===== src/design/clp_pkg.sv =====
// Shared types, constants and arithmetic helpers for the band column profile block.
// No dependencies; every other file of the block except clp_queue imports this package.
`timescale 1ns / 1ps

package clp_pkg;

    // Configuration port
    localparam int CFG_IDX_W  = 2;
    localparam int CFG_DATA_W = 12;

    localparam logic [CFG_IDX_W-1:0] CFG_IMAGE_WIDTH  = 2'd0;
    localparam logic [CFG_IDX_W-1:0] CFG_IMAGE_HEIGHT = 2'd1;
    localparam logic [CFG_IDX_W-1:0] CFG_AOI_HEIGHT   = 2'd2;
    localparam logic [CFG_IDX_W-1:0] CFG_MODE         = 2'd3;

    localparam logic [CFG_DATA_W-1:0] IMAGE_WIDTH_RST  = 12'd640;
    localparam logic [CFG_DATA_W-1:0] IMAGE_HEIGHT_RST = 12'd480;
    localparam logic [CFG_DATA_W-1:0] AOI_HEIGHT_RST   = 12'd100;
    localparam logic                  MODE_RST         = 1'b0;

    // Datapath widths
    localparam int PIX_W      = 8;
    localparam int SUM_W      = 19;
    localparam int DIV_W      = 12;
    localparam int COL_OUT_W  = 11;
    localparam int DIV_STAGES = SUM_W;

    localparam logic [SUM_W-1:0] SUM_MAX = 19'h7FFFF;

    typedef struct packed {
        logic [PIX_W-1:0] red;
        logic [PIX_W-1:0] green;
        logic [PIX_W-1:0] blue;
    } rgb_t;

    typedef struct packed {
        logic [SUM_W-1:0] red;
        logic [SUM_W-1:0] green;
        logic [SUM_W-1:0] blue;
    } sums_t;

    // Classification of an in-band pixel, handed from the front to the back.
    typedef struct packed {
        logic first;   // first row of the band: the sum restarts
        logic emit;    // last row of the band: a profile entry is produced
        logic last;    // last column of the row
    } item_flags_t;

    // Partial remainder and the dividend/quotient shift word of one channel.
    typedef struct packed {
        logic [DIV_W-1:0] rem;
        logic [SUM_W-1:0] qd;
    } div_state_t;

    function automatic logic [SUM_W-1:0] sat_add(logic [SUM_W-1:0] a, logic [PIX_W-1:0] b);
        logic [SUM_W:0] s;
        s = {1'b0, a} + {{(SUM_W + 1 - PIX_W){1'b0}}, b};
        sat_add = s[SUM_W] ? SUM_MAX : s[SUM_W-1:0];
    endfunction

    // One restoring division step: brings down the next dividend bit and
    // shifts one quotient bit in at the bottom of the same word.
    function automatic div_state_t div_step(div_state_t cur, logic [DIV_W-1:0] d);
        logic [DIV_W:0] trial;
        logic [DIV_W:0] diff;
        div_state_t     nxt;
        trial = {cur.rem, cur.qd[SUM_W-1]};
        diff  = trial - {1'b0, d};
        if (trial >= {1'b0, d})
        begin
            nxt.rem = diff[DIV_W-1:0];
            nxt.qd  = {cur.qd[SUM_W-2:0], 1'b1};
        end
        else
        begin
            nxt.rem = trial[DIV_W-1:0];
            nxt.qd  = {cur.qd[SUM_W-2:0], 1'b0};
        end
        div_step = nxt;
    endfunction

endpackage


===== src/design/clp_pixel_if.sv =====
// Pixel request channel: valid/ready handshake with one RGB pixel and a frame mark.
// Depends on clp_pkg for the component width.
`timescale 1ns / 1ps

interface clp_pixel_if import clp_pkg::*; ();
    logic             valid;
    logic             ready;
    logic             frame_start;
    logic [PIX_W-1:0] red;
    logic [PIX_W-1:0] green;
    logic [PIX_W-1:0] blue;

    modport source (output valid, frame_start, red, green, blue, input ready);
    modport sink   (input valid, frame_start, red, green, blue, output ready);
endinterface


===== src/design/clp_front.sv =====
// Front end: configuration registers, raster counters and band classification.
// Depends on clp_pkg and clp_pixel_if; feeds in-band pixels to the queue.
`timescale 1ns / 1ps

module clp_front import clp_pkg::*; #(
    parameter int MAX_WIDTH  = 2048,
    parameter int MAX_HEIGHT = 2048
) (
    input  logic                          clk,
    input  logic                          rst_n,
    input  logic                          cfg_write,
    input  logic [CFG_IDX_W-1:0]          cfg_index,
    input  logic [CFG_DATA_W-1:0]         cfg_data,
    clp_pixel_if.sink                     pixel,
    output logic                          q_valid,
    input  logic                          q_ready,
    output logic [$clog2(MAX_WIDTH)-1:0]  q_col,
    output item_flags_t                   q_flags,
    output logic [DIV_W-1:0]              q_divisor,
    output rgb_t                          q_pix
);

    localparam int CW  = $clog2(MAX_WIDTH);
    localparam int RW  = $clog2(MAX_HEIGHT);
    localparam int WCW = (CW + 1 > CFG_DATA_W) ? CW + 1 : CFG_DATA_W;
    localparam int WRW = (RW + 1 > CFG_DATA_W) ? RW + 1 : CFG_DATA_W;

    logic [CFG_DATA_W-1:0] image_width_reg;
    logic [CFG_DATA_W-1:0] image_height_reg;
    logic [CFG_DATA_W-1:0] aoi_height_reg;
    logic                  mode_reg;

    logic [CW-1:0]    col_reg, col_next;
    logic [RW-1:0]    row_reg, row_next;

    logic [RW-1:0]    band_lo_reg, band_lo_next;
    logic [RW-1:0]    band_hi_reg, band_hi_next;
    logic [DIV_W-1:0] divisor_reg, divisor_next;

    logic             s1_valid_reg;
    logic [CW-1:0]    s1_col_reg;
    logic [RW-1:0]    s1_row_reg;
    logic             s1_last_reg;
    rgb_t             s1_pix_reg;

    logic [WCW-1:0]   width_ext, width_eff, width_m1;
    logic [WRW-1:0]   height_ext, height_eff, height_m1;
    logic [WRW-1:0]   band_ext, band_eff, band_lo_ext, band_hi_ext;
    logic [CW-1:0]    col_last;
    logic [RW-1:0]    row_last;
    logic [CW-1:0]    cur_col;
    logic [RW-1:0]    cur_row;
    logic             at_row_end;
    logic             accept;
    logic             in_band;
    logic             s1_go;

    // Effective frame size; zero acts as one, oversize is capped.
    always_comb
    begin
        width_ext = WCW'(image_width_reg);
        if (image_width_reg == '0)
            width_eff = WCW'(1);
        else if (width_ext > WCW'(MAX_WIDTH))
            width_eff = WCW'(MAX_WIDTH);
        else
            width_eff = width_ext;
        width_m1 = width_eff - WCW'(1);
        col_last = width_m1[CW-1:0];

        height_ext = WRW'(image_height_reg);
        if (image_height_reg == '0)
            height_eff = WRW'(1);
        else if (height_ext > WRW'(MAX_HEIGHT))
            height_eff = WRW'(MAX_HEIGHT);
        else
            height_eff = height_ext;
        height_m1 = height_eff - WRW'(1);
        row_last  = height_m1[RW-1:0];
    end

    // Band limits change only with configuration, so they are retimed here and
    // used one stage after the counters.
    always_comb
    begin
        band_ext = (aoi_height_reg == '0) ? WRW'(1) : WRW'(aoi_height_reg);
        band_eff = (band_ext > height_eff) ? height_eff : band_ext;
        band_lo_ext  = (height_eff - band_eff) >> 1;
        band_hi_ext  = band_lo_ext + band_eff - WRW'(1);
        band_lo_next = band_lo_ext[RW-1:0];
        band_hi_next = band_hi_ext[RW-1:0];
        divisor_next = mode_reg ? band_eff[DIV_W-1:0] : DIV_W'(1);
    end

    assign accept     = pixel.valid && pixel.ready;
    assign cur_col    = pixel.frame_start ? '0 : col_reg;
    assign cur_row    = pixel.frame_start ? '0 : row_reg;
    assign at_row_end = (cur_col >= col_last);

    always_comb
    begin
        if (at_row_end)
        begin
            col_next = '0;
            row_next = (cur_row >= row_last) ? '0 : cur_row + RW'(1);
        end
        else
        begin
            col_next = cur_col + CW'(1);
            row_next = cur_row;
        end
    end

    assign in_band = (s1_row_reg >= band_lo_reg) && (s1_row_reg <= band_hi_reg);
    assign s1_go   = !s1_valid_reg || !in_band || q_ready;

    assign pixel.ready = s1_go;

    assign q_valid         = s1_valid_reg && in_band;
    assign q_col           = s1_col_reg;
    assign q_flags.first   = (s1_row_reg == band_lo_reg);
    assign q_flags.emit    = (s1_row_reg == band_hi_reg);
    assign q_flags.last    = s1_last_reg;
    assign q_divisor       = divisor_reg;
    assign q_pix           = s1_pix_reg;

    always_ff @(posedge clk or negedge rst_n)
    begin
        if (!rst_n)
        begin
            image_width_reg  <= IMAGE_WIDTH_RST;
            image_height_reg <= IMAGE_HEIGHT_RST;
            aoi_height_reg   <= AOI_HEIGHT_RST;
            mode_reg         <= MODE_RST;
        end
        else if (cfg_write)
        begin
            case (cfg_index)
                CFG_IMAGE_WIDTH:  image_width_reg  <= cfg_data;
                CFG_IMAGE_HEIGHT: image_height_reg <= cfg_data;
                CFG_AOI_HEIGHT:   aoi_height_reg   <= cfg_data;
                CFG_MODE:         mode_reg         <= cfg_data[0];
                default:          ;
            endcase
        end
    end

    always_ff @(posedge clk or negedge rst_n)
    begin
        if (!rst_n)
        begin
            col_reg      <= '0;
            row_reg      <= '0;
            s1_valid_reg <= 1'b0;
        end
        else
        begin
            if (accept)
            begin
                col_reg <= col_next;
                row_reg <= row_next;
            end
            if (accept)
                s1_valid_reg <= 1'b1;
            else if (s1_go)
                s1_valid_reg <= 1'b0;
        end
    end

    always_ff @(posedge clk)
    begin
        band_lo_reg <= band_lo_next;
        band_hi_reg <= band_hi_next;
        divisor_reg <= divisor_next;
        if (accept)
        begin
            s1_col_reg       <= cur_col;
            s1_row_reg       <= cur_row;
            s1_last_reg      <= at_row_end;
            s1_pix_reg.red   <= pixel.red;
            s1_pix_reg.green <= pixel.green;
            s1_pix_reg.blue  <= pixel.blue;
        end
    end

endmodule


===== src/flat_wrapper.sv =====
// flat-port wrapper written by rule: the top's interface ports become plain ports
module clp_front_flat import clp_pkg::*;
#(
    parameter int MAX_WIDTH  = 2048,
    parameter int MAX_HEIGHT = 2048
)
  (clk, rst_n, cfg_write, cfg_index, cfg_data, q_valid, q_ready, q_col, q_flags, q_divisor, q_pix, pixel_valid, pixel_frame_start, pixel_red, pixel_green, pixel_blue, pixel_ready);
  clp_pixel_if pixel_i ();
  input  logic clk;
  input  logic rst_n;
  input  logic cfg_write;
  input  logic [CFG_IDX_W-1:0] cfg_index;
  input  logic [CFG_DATA_W-1:0] cfg_data;
  output logic q_valid;
  input  logic q_ready;
  output logic [$clog2(MAX_WIDTH)-1:0] q_col;
  output item_flags_t q_flags;
  output logic [DIV_W-1:0] q_divisor;
  output rgb_t q_pix;
  input wire logic [$bits(pixel_i.valid)-1:0] pixel_valid;
  input wire logic [$bits(pixel_i.frame_start)-1:0] pixel_frame_start;
  input wire logic [$bits(pixel_i.red)-1:0] pixel_red;
  input wire logic [$bits(pixel_i.green)-1:0] pixel_green;
  input wire logic [$bits(pixel_i.blue)-1:0] pixel_blue;
  output wire logic [$bits(pixel_i.ready)-1:0] pixel_ready;
  assign pixel_i.valid = pixel_valid;
  assign pixel_i.frame_start = pixel_frame_start;
  assign pixel_i.red = pixel_red;
  assign pixel_i.green = pixel_green;
  assign pixel_i.blue = pixel_blue;
  assign pixel_ready = pixel_i.ready;
  clp_front #(.MAX_WIDTH(MAX_WIDTH), .MAX_HEIGHT(MAX_HEIGHT)) u_core (.clk(clk), .rst_n(rst_n), .cfg_write(cfg_write), .cfg_index(cfg_index), .cfg_data(cfg_data), .pixel(pixel_i), .q_valid(q_valid), .q_ready(q_ready), .q_col(q_col), .q_flags(q_flags), .q_divisor(q_divisor), .q_pix(q_pix));
endmodule

===== config.mk =====
export PLATFORM = sky130hd
export DESIGN_NAME = clp_front_flat
export DESIGN_NICKNAME = d
export VERILOG_FILES = /design/src/design/clp_pkg.sv /design/src/design/clp_pixel_if.sv /design/src/design/clp_front.sv /design/src/flat_wrapper.sv
export SDC_FILE = /design/constraint.sdc
export NUM_CORES = 1
export LEC_CHECK = 0
export ABC_AREA = 1
export BUFFER_PORTS_ARGS = -buffer_cell sky130_fd_sc_hd__buf_2
export CAP_MARGIN = 15
export CORE_MARGIN = 2
export CORE_UTILIZATION = 55
export DETAILED_ROUTE_END_ITERATION = 8
export PLACE_DENSITY = 0.82
export REMOVE_ABC_BUFFERS = 1
export SLEW_MARGIN = 40
export SYNTH_ARGS = -nofsm -noshare
export SYNTH_HDL_FRONTEND = slang
export SYNTH_SLANG_ARGS = --single-unit

===== constraint.sdc =====
create_clock -name clk -period 10.23 [get_ports clk]
set_clock_uncertainty 0.05 [all_clocks]
set_input_delay 2.046 -clock clk [delete_from_list [all_inputs] [get_ports clk]]
set_output_delay 2.046 -clock clk [all_outputs]
set_load 0.02 [all_outputs]

# Yosys cells after proc, flatten, opt, wreduce, memory -nomap -nowiden
# Index checks and enable logic that the tools add are counted.
# word_totals
mem_bits_ro	0
word_cells	64
ram_bits	0
inputBits	44
regBits	141
mem_count	0
latch_bits	0
output_inout_bits	52
# classes
n_reduce_logical	16
addsub	7
order_cmp	7
n_eq_ne	5
mul	0
div_mod_pow	0
bitwise	0
muxes	13
n_shift	0
# op_table
op	count
$mux 11	7
$mux 12	4
$logic_not 12->1	3
$ge 11x11->1	3
$sub 11x1->11 const B	3
$gt 12x12->1 const B	2
$add 11x1->11 const B	2
$eq 11x11->1	2
$gt 12x12->1	1
$sub 12x12->12	1
$add 11x11->11	1
$le 11x11->1	1
$reduce_and 2->1	4
$eq 2x2->1 const B	2
$logic_and 1x1->1	3
$eq 2x1->1 const B	1
$logic_not 1->1	2
$logic_not 2->1	1
$logic_or 1x1->1	2
$mux 1	2
$reduce_bool 2->1	1

# Depth between registers and ports, before layout
# Gate-level depths: netlist of run 1.
# depth
depth_word	8
mapped_depth	47
ltp_nobuf	46

# Least setup slack after synthesis of run 1
# Ideal clock, no wire load.
# synth_timing
kind	register to register
start	register u_core.image_height_reg[4] (netlist: u_core.height_ext[4])
end	register u_core.band_hi_reg[10]
arrival_time_ps	5198
path_slack_ps	4873
setup_time_ps	109
synth_period_minus_slack_ps	5357
stages_incl_launch_ff	46
required_time_ps	10071
cell_sequence	dfrtp_1 > nor2_1 > nand3_2 > nor2_2 > nand2_2 > nand2_4 > inv_2 > nor2_1 > inv_1 > ha_1 > nand2_1 > inv_1 > nand2_1 > nor2_2 > nand4_2 > nand2_2 > buf_2 > nor2_1 > (+10 left out) > o21ai_0 > nand2_1 > nand2_1 > nand2_1 > ha_1 > inv_1 > ha_1 > inv_1 > nor3_1 > nand3_1 > nand3_1 > inv_1 > nand3_1 > nand2_1 > inv_1 > nand3_1 > nand2_1 > inv_1
# synth_between
elab_chain_cells	8
elab_cells_between_ends	9
classes_between	add/sub (3); order compare (2); mux (3); reduce/logical (1)
# synth_lines
element	line	rtl
start, declared	clp_front.sv:29	logic [CFG_DATA_W-1:0] image_height_reg;
start signal, assigned	clp_front.sv:140	CFG_IMAGE_HEIGHT: image_height_reg <= cfg_data;
$gt 12x12->1	clp_front.sv:74	else if (height_ext > WRW'(MAX_HEIGHT))
$mux 12	clp_front.sv:74	
$mux 12 *	clp_front.sv:72	if (image_height_reg == '0)
$gt 12x12->1	clp_front.sv:87	band_eff = (band_ext > height_eff) ? height_eff : band_ext;
$mux 12	clp_front.sv:87	
$sub 12x12->12	clp_front.sv:88	band_lo_ext = (height_eff - band_eff) >> 1;
$add 11x11->11 *	clp_front.sv:89	band_hi_ext = band_lo_ext + band_eff - WRW'(1);
$sub 11x1->11 *	clp_front.sv:89	
named net u_core.band_hi_ext[10]	clp_front.sv:48	logic [WRW-1:0] band_ext, band_eff, band_lo_ext, band_hi_ext;
end signal, assigned	clp_front.sv:173	band_hi_reg <= band_hi_next;
end, declared	clp_front.sv:37	logic [RW-1:0] band_hi_reg, band_hi_next;
# The timed path passes the listed nets; every way through them passes the cells marked *.
# A chain may end at the register's enable or synchronous reset.

# Final worst setup path of run 1
# Ends and elaborated chain as after synthesis.

==> metrics, run 1 <==
status complete, no violations; FF+latch count, synth 141; largest net degree at the start of global routing 61; RSZ-0062 raised after global routing no; EDFF count, synth 47; I/O Buffers 95; Clk Latency, worst-skew pair 430 ps; ANT cells 0; initial drt markers 535; Tightest Hold Check Type reg2reg; Clock Tree Buf Depth 2; Mapped Area 8612 µm²; die height 129.1 µm; MaxCap Viol Count 0; post-route DRC violation count 0; vias in the first global route 6555; Layout Nets 1248; # resized after CTS 0; Root Buffer clkbuf_16; die width 129.1 µm; Min Hold Slack 432.6 ps; Worst Reg-to-Reg Cells 43; slowest CP cell o21ai_0; pwr dens 306.6 nW/µm²; vias per cell 5.188; global route total overflow 0; Synth area leaders edfxtp_1, dfrtp_1, ha_1; clk slew on worst S/H paths 70 ps; register area share after synthesis 41.86%; first-pass GRT wire length 31280 µm; Fin. Hold Viols 0; Detailed Place HPWL 14680 µm; Least-Margin Pin Slew 776.4 ps; core area 15260 µm²; CTS tree done; area share of the largest cell type after synthesis 16.39%; Setup Crit Path Kind reg2reg; worst stage delay on the critical path 420 ps; max reg flops 24; Yosys top cell by area edfxtp_1; Worst Path Required 10500 ps; layout cells sized above 1 17.50%; Multi-input gate area 4258 µm²; Yosys cell types 51; fmax 155.2 MHz; starting density of the core 56.44%; static leakage 0.004948 µW; Tcrit/Tclk final 62.99%; CTS Buf Count 17; Synth Area per Inst 8.402 µm²; GPL Wtd Cong 0.9648; Post-Route Setup TNS 0 ps; # Post-CTS Setup Buffers 0; Finish-stage setup viols 0; Yosys warning count 0; ys async rst share 42.55%; Setup crit start kind flop; H-tree depth 4; Worst EP arrival 6720 ps; Final Slew Violations 0; Post-synth top flop dfrtp_1; Storage cell area 3605 µm²; Tmin final 6443 ps; Filler Cell Count 1254; CP endpoint kind flop; antenna-violating nets left 0; DRT Pass-1 Iters 5; row count 45; Area Growth Syn to Fin 13.90%; Syn Inst Count 1025; Top Ports 96; Die Area 16670 µm²; routed vias 6937; worst hold path depth 2; Max IR drop VDD 209.4 µV; Post-Route WL 19190 µm; clk sinks 141; GRT Overall Usage 24.26%; initial antenna violation count 0; CP Max Fanout 17; DR WL/cell 14.35 µm; CP most frequent cell nand2_1; hold_buf cts 0; Rel. slew slack 48.10%
## kinds of logic after synthesis
family | share of synthesized area, %
xor gates and xnor gates | 3.952
and+or+nand+nor | 22.98
buffers and inverters | 8.761
adders and majority gates | 13.40
AOI/OAI and AO/OA | 9.052
DFF | 41.86
## metrics by stage
| step | setup slack [ps] | cells | power, µW | cell area, µm² | utilization (%) |
|---|---|---|---|---|---|
| global placement | 4347 | 1305 | 2329 | 9225 | 60.46 |
| CTS | 3894 | 1337 | 3007 | 9801 | 64.23 |
| global route | 3271 | 1337 | 3276 | 9809 | 64.29 |
| floorplan | 4798 | 997 | 2007 | 8471 | - |
| detailed placement | 3969 | 1305 | 2383 | 9225 | 60.46 |
| finish | 3787 | 1337 | 3008 | 9809 | 64.29 |
## layout by cell type, fill, tap and decap left out, types with 7 or more instances in the layout
master     instances
o21ai_0           74
nand2_2            9
dfxtp_1           34
dfrtp_1           51
nor2_2            11
nand3_1           47
nand4_1           21
o21ai_1           12
inv_1            154
xor2_1            33
inv_2              7
edfxtp_1          47
buf_2             95
nand2_1          210
clkbuf_16         17
nand3_2            8
nor2_1            76
dfstp_2            9
ha_1              89
nor3_1             9
a21oi_1           41
## routing by layer
layer	up-vias	wire, µm	GRT usage, %
met3	44	796	4.996
met2	173	9181	40.15
li1	3532	-	-
met4	0	568	10.68
met1	3188	8642	30.93
met5	-	0	0
## critical path, delay by kind of cell (launching register included)
kind | cells | cell delay [ps]
simple gates | 26 | 2810
fa+ha+maj | 4 | 1280
compound gates | 4 | 1070
buf+inv | 9 | 700
flops | 1 | 410
## final timing paths
kind	slack [ps]	start	to
setup / recovery	3790	u_core.height_ext[4]	u_core.band_hi_reg[10]
hold / removal	430	u_core.row_reg[9]	u_core.row_reg[9]
setup reg to reg	3790	u_core.height_ext[4]	u_core.band_hi_reg[10]
hold reg to reg	430	u_core.row_reg[9]	u_core.row_reg[9]
max in group asynchronous	8090	rst_n	u_core.s1_valid_reg
min in group asynchronous	1630	rst_n	u_core.aoi_height_reg[8]
## cell type report
type,instances,share of cell area [%]
Clock buffer,18,4.375
Clock inverter,14,1.492
Inverter,162,6.250
Multi-Input combinational cell,694,43.41
Sequential cell,141,36.75
Tap cell,211,2.691
Timing Repair Buffer,97,5.038
## report_power, final
group          switching [µW]  internal, µW  leakage [µW]
registers                52.7           722       0.00151
logic                    1010           622       0.00315
clock network             262           343      0.000282
## Yosys cell counts (21+ instances only)
master,n
xor2_1,33
o21ai_0,74
nand2_1,210
ha_1,89
dfxtp_1,34
edfxtp_1,47
nand4_1,21
inv_1,154
nor2_1,76
nand3_1,48
a21oi_1,41
dfrtp_1,51
No activity file was read; power rests on OpenSTA's default activity.
==> inputs of run 2 (changes only) <==
==> constraint.sdc (replaced) <==
create_clock -name clk -period 6.5 [get_ports clk]
set_clock_uncertainty 0.05 [all_clocks]
set_input_delay 1.3 -clock clk [delete_from_list [all_inputs] [get_ports clk]]
set_output_delay 1.3 -clock clk [all_outputs]
set_load 0.02 [all_outputs]
==> metrics, run 2 (synthesis results as in run 1) <==
Post-Route WL 19110 µm; DRT Pass-1 Iters 5; CP endpoint kind flop; CP Max Fanout 17; first-pass GRT wire length 31710 µm; Worst EP arrival 6240 ps; GPL Wtd Cong 0.9646; RSZ-0062 raised after global routing no; ANT cells 0; Die Area 16670 µm²; Tmin final 5960 ps; clk slew on worst S/H paths 60 ps; max reg flops 24; worst stage delay on the critical path 410 ps; die height 129.1 µm; initial antenna violation count 0; sequential share of power 25.9%; routed vias 6966; # resized after CTS 0; global route total overflow 0; Clk Latency, worst-skew pair 430 ps; status complete, no violations; layout cells sized above 1 17.98%; H-tree depth 4; Setup crit start kind flop; initial drt markers 479; # Post-CTS Setup Buffers 0; row count 45; Core Util, Final 64.40%; pwr dens 478.2 nW/µm²; Sw Pwr 2082 µW; Rel. slew slack 51.09%; Detailed Place HPWL 14610 µm; CP most frequent cell nand2_1; static leakage 0.004944 µW; Max IR drop VDD 367.6 µV; die width 129.1 µm; DR WL/cell 14.26 µm; starting density of the core 56.44%; setup ws final 540.0 ps; Setup Crit Path Kind reg2reg; clk sinks 141; Final Slew Violations 0; most frequent cells in the layout nand2_1, inv_1, buf_2, ha_1, nor2_1; pre-CTS WS 404.3 ps; Tightest Hold Check Type reg2reg; Top Ports 96; fmax 167.8 MHz; Fin. Hold Viols 0; GRT Overall Usage 24.45%; most common cell after layout, fill and taps aside nand2_1; I/O Buffers 95; largest net degree at the start of global routing 61; vias per cell 5.199; hold_buf cts 0; Root Buffer clkbuf_16; sw frac 44.30%; Area Growth Syn to Fin 14.09%; MaxCap Viol Count 0; Worst Path Required 6780 ps; Pint 2617 µW; Min Hold Slack 436.5 ps; CTS tree done; antenna-violating nets left 0; Layout Nets 1251; core area 15260 µm²; post-route DRC violation count 0; Clk pwr share 19.4%; Post-Route Setup TNS 0 ps; Finish-stage setup viols 0; Tcrit/Tclk final 91.69%; vias in the first global route 6604; CTS Buf Count 17; Clock Tree Buf Depth 2; Least-Margin Pin Slew 726.0 ps; slowest CP cell dfrtp_1; Gate power share 54.7%
==> run 2: critical path, delay by kind of cell, from the launching register on <==
kind                       cells  cell delay [ps]
AOI/OAI and AO/OA              3              550
DFF                            1              410
and+or+nand+nor               29             2750
adders and majority gates      4             1210
buffers and inverters         11              880
==> run 2: through the flow <==
step | total power, µW | area (µm²) | std cells
floorplan | 3159 | 8471 | 997
finish | 4699 | 9826 | 1340
global placement | 3676 | 9248 | 1308
global route | 5103 | 9826 | 1340
detailed placement | 3763 | 9248 | 1308
CTS | 4715 | 9799 | 1340
==> run 2: area by class of cell <==
cell class	count	area, µm²
Timing Repair Buffer	100	516.7
Clock inverter	15	126.4
Tap cell	211	264.0
Clock buffer	17	425.4
Sequential cell	141	3605
Inverter	162	613.1
Multi-Input combinational cell	694	4275
Fill cell	1266	5433
==> run 2: path summary, 6_finish.rpt <==
kind | from | end | slack, ps | depth (start not counted)
min in group asynchronous | rst_n | u_core.aoi_height_reg[4] | 870 | 2
min | u_core.row_reg[9] | u_core.row_reg[9] | 440 | 2
max reg2reg | u_core.height_ext[4] | u_core.band_hi_reg[10] | 540 | 47
max | u_core.height_ext[4] | u_core.band_hi_reg[10] | 540 | 47
min reg2reg | u_core.row_reg[9] | u_core.row_reg[9] | 440 | 2
max in group asynchronous | rst_n | u_core.aoi_height_reg[2] | 5130 | 2
==> run 2: power groups by stage <==
| stage | Combinational (µW) | Sequential, µW | Clock [µW] |
|---|---|---|---|
| floorplan | 1900 | 1260 | 0 |
| global placement | 2450 | 1230 | 0 |
| detailed placement | 2530 | 1230 | 0 |
| CTS | 2570 | 1220 | 930 |
| global route | 2900 | 1230 | 966 |
| finish | 2570 | 1220 | 910 |
==> run 2: routing by layer <==
| layer | global-route usage, % | vias up | part of all wire, % |
|---|---|---|---|
| met3 | 5.037 | 48 | 4.8 |
| met4 | 11.00 | 0 | 2.8 |
| met2 | 39.60 | 193 | 48 |
| met1 | 31.82 | 3192 | 44 |
| li1 | - | 3533 | - |
| met5 | 0 | - | 0 |
==> inputs of run 3 (changes only) <==
--- a/config.mk
+++ b/config.mk
@@ -6,13 +6,14 @@
 export NUM_CORES = 1
 export LEC_CHECK = 0
 export ABC_AREA = 1
-export BUFFER_PORTS_ARGS = -buffer_cell sky130_fd_sc_hd__buf_2
+export BUFFER_PORTS_ARGS = -buffer_cell sky130_fd_sc_hd__clkbuf_2
 export CAP_MARGIN = 15
 export CORE_MARGIN = 2
 export CORE_UTILIZATION = 55
 export DETAILED_ROUTE_END_ITERATION = 8
 export PLACE_DENSITY = 0.82
 export REMOVE_ABC_BUFFERS = 1
+export SETUP_SLACK_MARGIN = 0.2
 export SLEW_MARGIN = 40
 export SYNTH_ARGS = -nofsm -noshare
 export SYNTH_HDL_FRONTEND = slang
==> metrics, run 3 (synthesis results as in run 1) <==
Max IR drop VDD 319.2 µV; Fin. Hold Viols 0; Post-Route WL 19080 µm; MaxCap Viol Count 0; antenna-violating nets left 0; I/O Buffers 95; row count 45; vias in the first global route 6716; Most Used Layer, Global Route met2; Layout Nets 1254; die height 129.1 µm; worst hold path depth 2; worst reg2reg endpoint u_core.band_hi_reg[10]; ANT cells 0; Die Area 16670 µm²; Final Slew Violations 0; DR WL/cell 14.20 µm; max reg flops 24; layout cells sized above 1 18.73%; initial drt markers 556; Worst Path Required 6780 ps; static leakage 0.004973 µW; clk slew on worst S/H paths 70 ps; GRT Overall Usage 24.34%; routed vias 7056; post-route DRC violation count 0; min-delay src u_core.row_reg[9]; vias per cell 5.254; R2R setup slack 650 ps; Hold Crit Endpoint u_core.row_reg[9]; Finish-stage setup viols 0; routing usage on met2 40.06%; slowest CP cell dfstp_2; die width 129.1 µm; CP most frequent cell nand2_1; fmax 171.0 MHz; DRT Pass-1 Iters 7; R2R Path Start u_core.height_ext[8]; design area 9902 µm²; status complete, no violations; Tightest Hold Check Type reg2reg; clk sinks 141; Tcrit/Tclk final 89.98%; H-tree depth 4; GPL Wtd Cong 0.9300; Area Growth Syn to Fin 14.98%; initial antenna violation count 0; Top Ports 96; CTS tree done; dpl cell area 9240 µm²; first-pass GRT wire length 32000 µm; global route total overflow 0; Clock Tree Buf Depth 2; worst stage delay on the critical path 370 ps; most common cell after layout, fill and taps aside nand2_1; pwr dens 479.2 nW/µm²; RSZ-0062 raised after global routing no; Post-Route Setup TNS 0 ps; Least-Margin Pin Slew 742.3 ps; Setup crit start kind flop; Worst Reg-to-Reg Cells 45; largest net degree at the start of global routing 61; most frequent cells in the layout nand2_1, inv_1, clkbuf_2, ha_1, nor2_1; Root Buffer clkbuf_16; Worst EP arrival 6120 ps; GR Util met1 32.05%; Clk Latency, worst-skew pair 430 ps; CTS Buf Count 17; Rel. slew slack 50.37%; CP Max Fanout 11; Detailed Place HPWL 14320 µm; Tmin final 5849 ps; starting density of the core 56.44%; Setup Crit Path Kind reg2reg; CP endpoint kind flop; core area 15260 µm²; routing usage on met3 4.583%
-- run 3: per-layer routing --
metal / wire length (µm) / vias to the layer above / part of all wire [%]
met4: 490 / 0 / 2.6
met1: 8522 / 3275 / 45
li1: - / 3538 / -
met5: 0 / - / 0
met2: 9220 / 201 / 48
met3: 842 / 42 / 4.4
-- run 3: timing repair --
action                     CTS  global route
gates resized for setup      0            18
buffers inserted             0             4
hold buffers                 0             0
setup endpoints to repair    0             3
-- run 3: worst max-delay path by stage --
| stage | depth (start not counted) | startpoint | end |
|---|---|---|---|
| floorplan | 43 | u_core.height_ext[4] | u_core.band_hi_reg[10] |
| CTS | 43 | u_core.height_ext[9] | u_core.band_hi_reg[10] |
| global placement | 42 | u_core.height_ext[4] | u_core.band_hi_reg[10] |
| global route | 44 | u_core.height_ext[9] | u_core.band_hi_reg[10] |
| finish | 45 | u_core.height_ext[8] | u_core.band_hi_reg[10] |
| detailed placement | 43 | u_core.height_ext[4] | u_core.band_hi_reg[10] |
-- run 3: stage by stage --
stage | cells | total power [µW] | util (%) | hold WS, ps | setup slack (ps)
final | 1343 | 4745 | 64.90 | 436.6 | 651.4
after global routing | 1343 | 5175 | 64.90 | 458.3 | 172.3
after floorplan | 997 | 3159 | - | 386.0 | 1068
after CTS | 1339 | 4688 | 64.19 | 437.6 | 231.2
after global placement | 1307 | 3674 | 60.56 | 412.5 | 599.6
after detailed placement | 1307 | 3744 | 60.56 | 419.4 | 322.1
-- run 3: report_power, final --
part | total [µW] | switching [µW] | internal [µW]
logic | 2610 | 1610 | 1000
registers | 1220 | 85.9 | 1140
clock network | 908 | 407 | 501
-- run 3: critical path, delay by kind of cell (launching register included) --
family | cells | cell delay (ps)
AND/OR/NAND/NOR | 26 | 2610
flip-flops | 1 | 370
adder cells (fa/ha/maj) | 4 | 1230
buffers and inverters | 11 | 890
AO/OA/AOI/OAI | 4 | 570
-- run 3: area by class of cell --
class / instances / area [µm²]
clock buffers: 17 / 425.4
clock inverters: 15 / 128.9
fillers: 1228 / 5356
inverters: 162 / 616.8
multi-input cells: 694 / 4323
flip-flops and latches: 141 / 3605
well taps: 211 / 264.0
repair buffers: 103 / 539.3
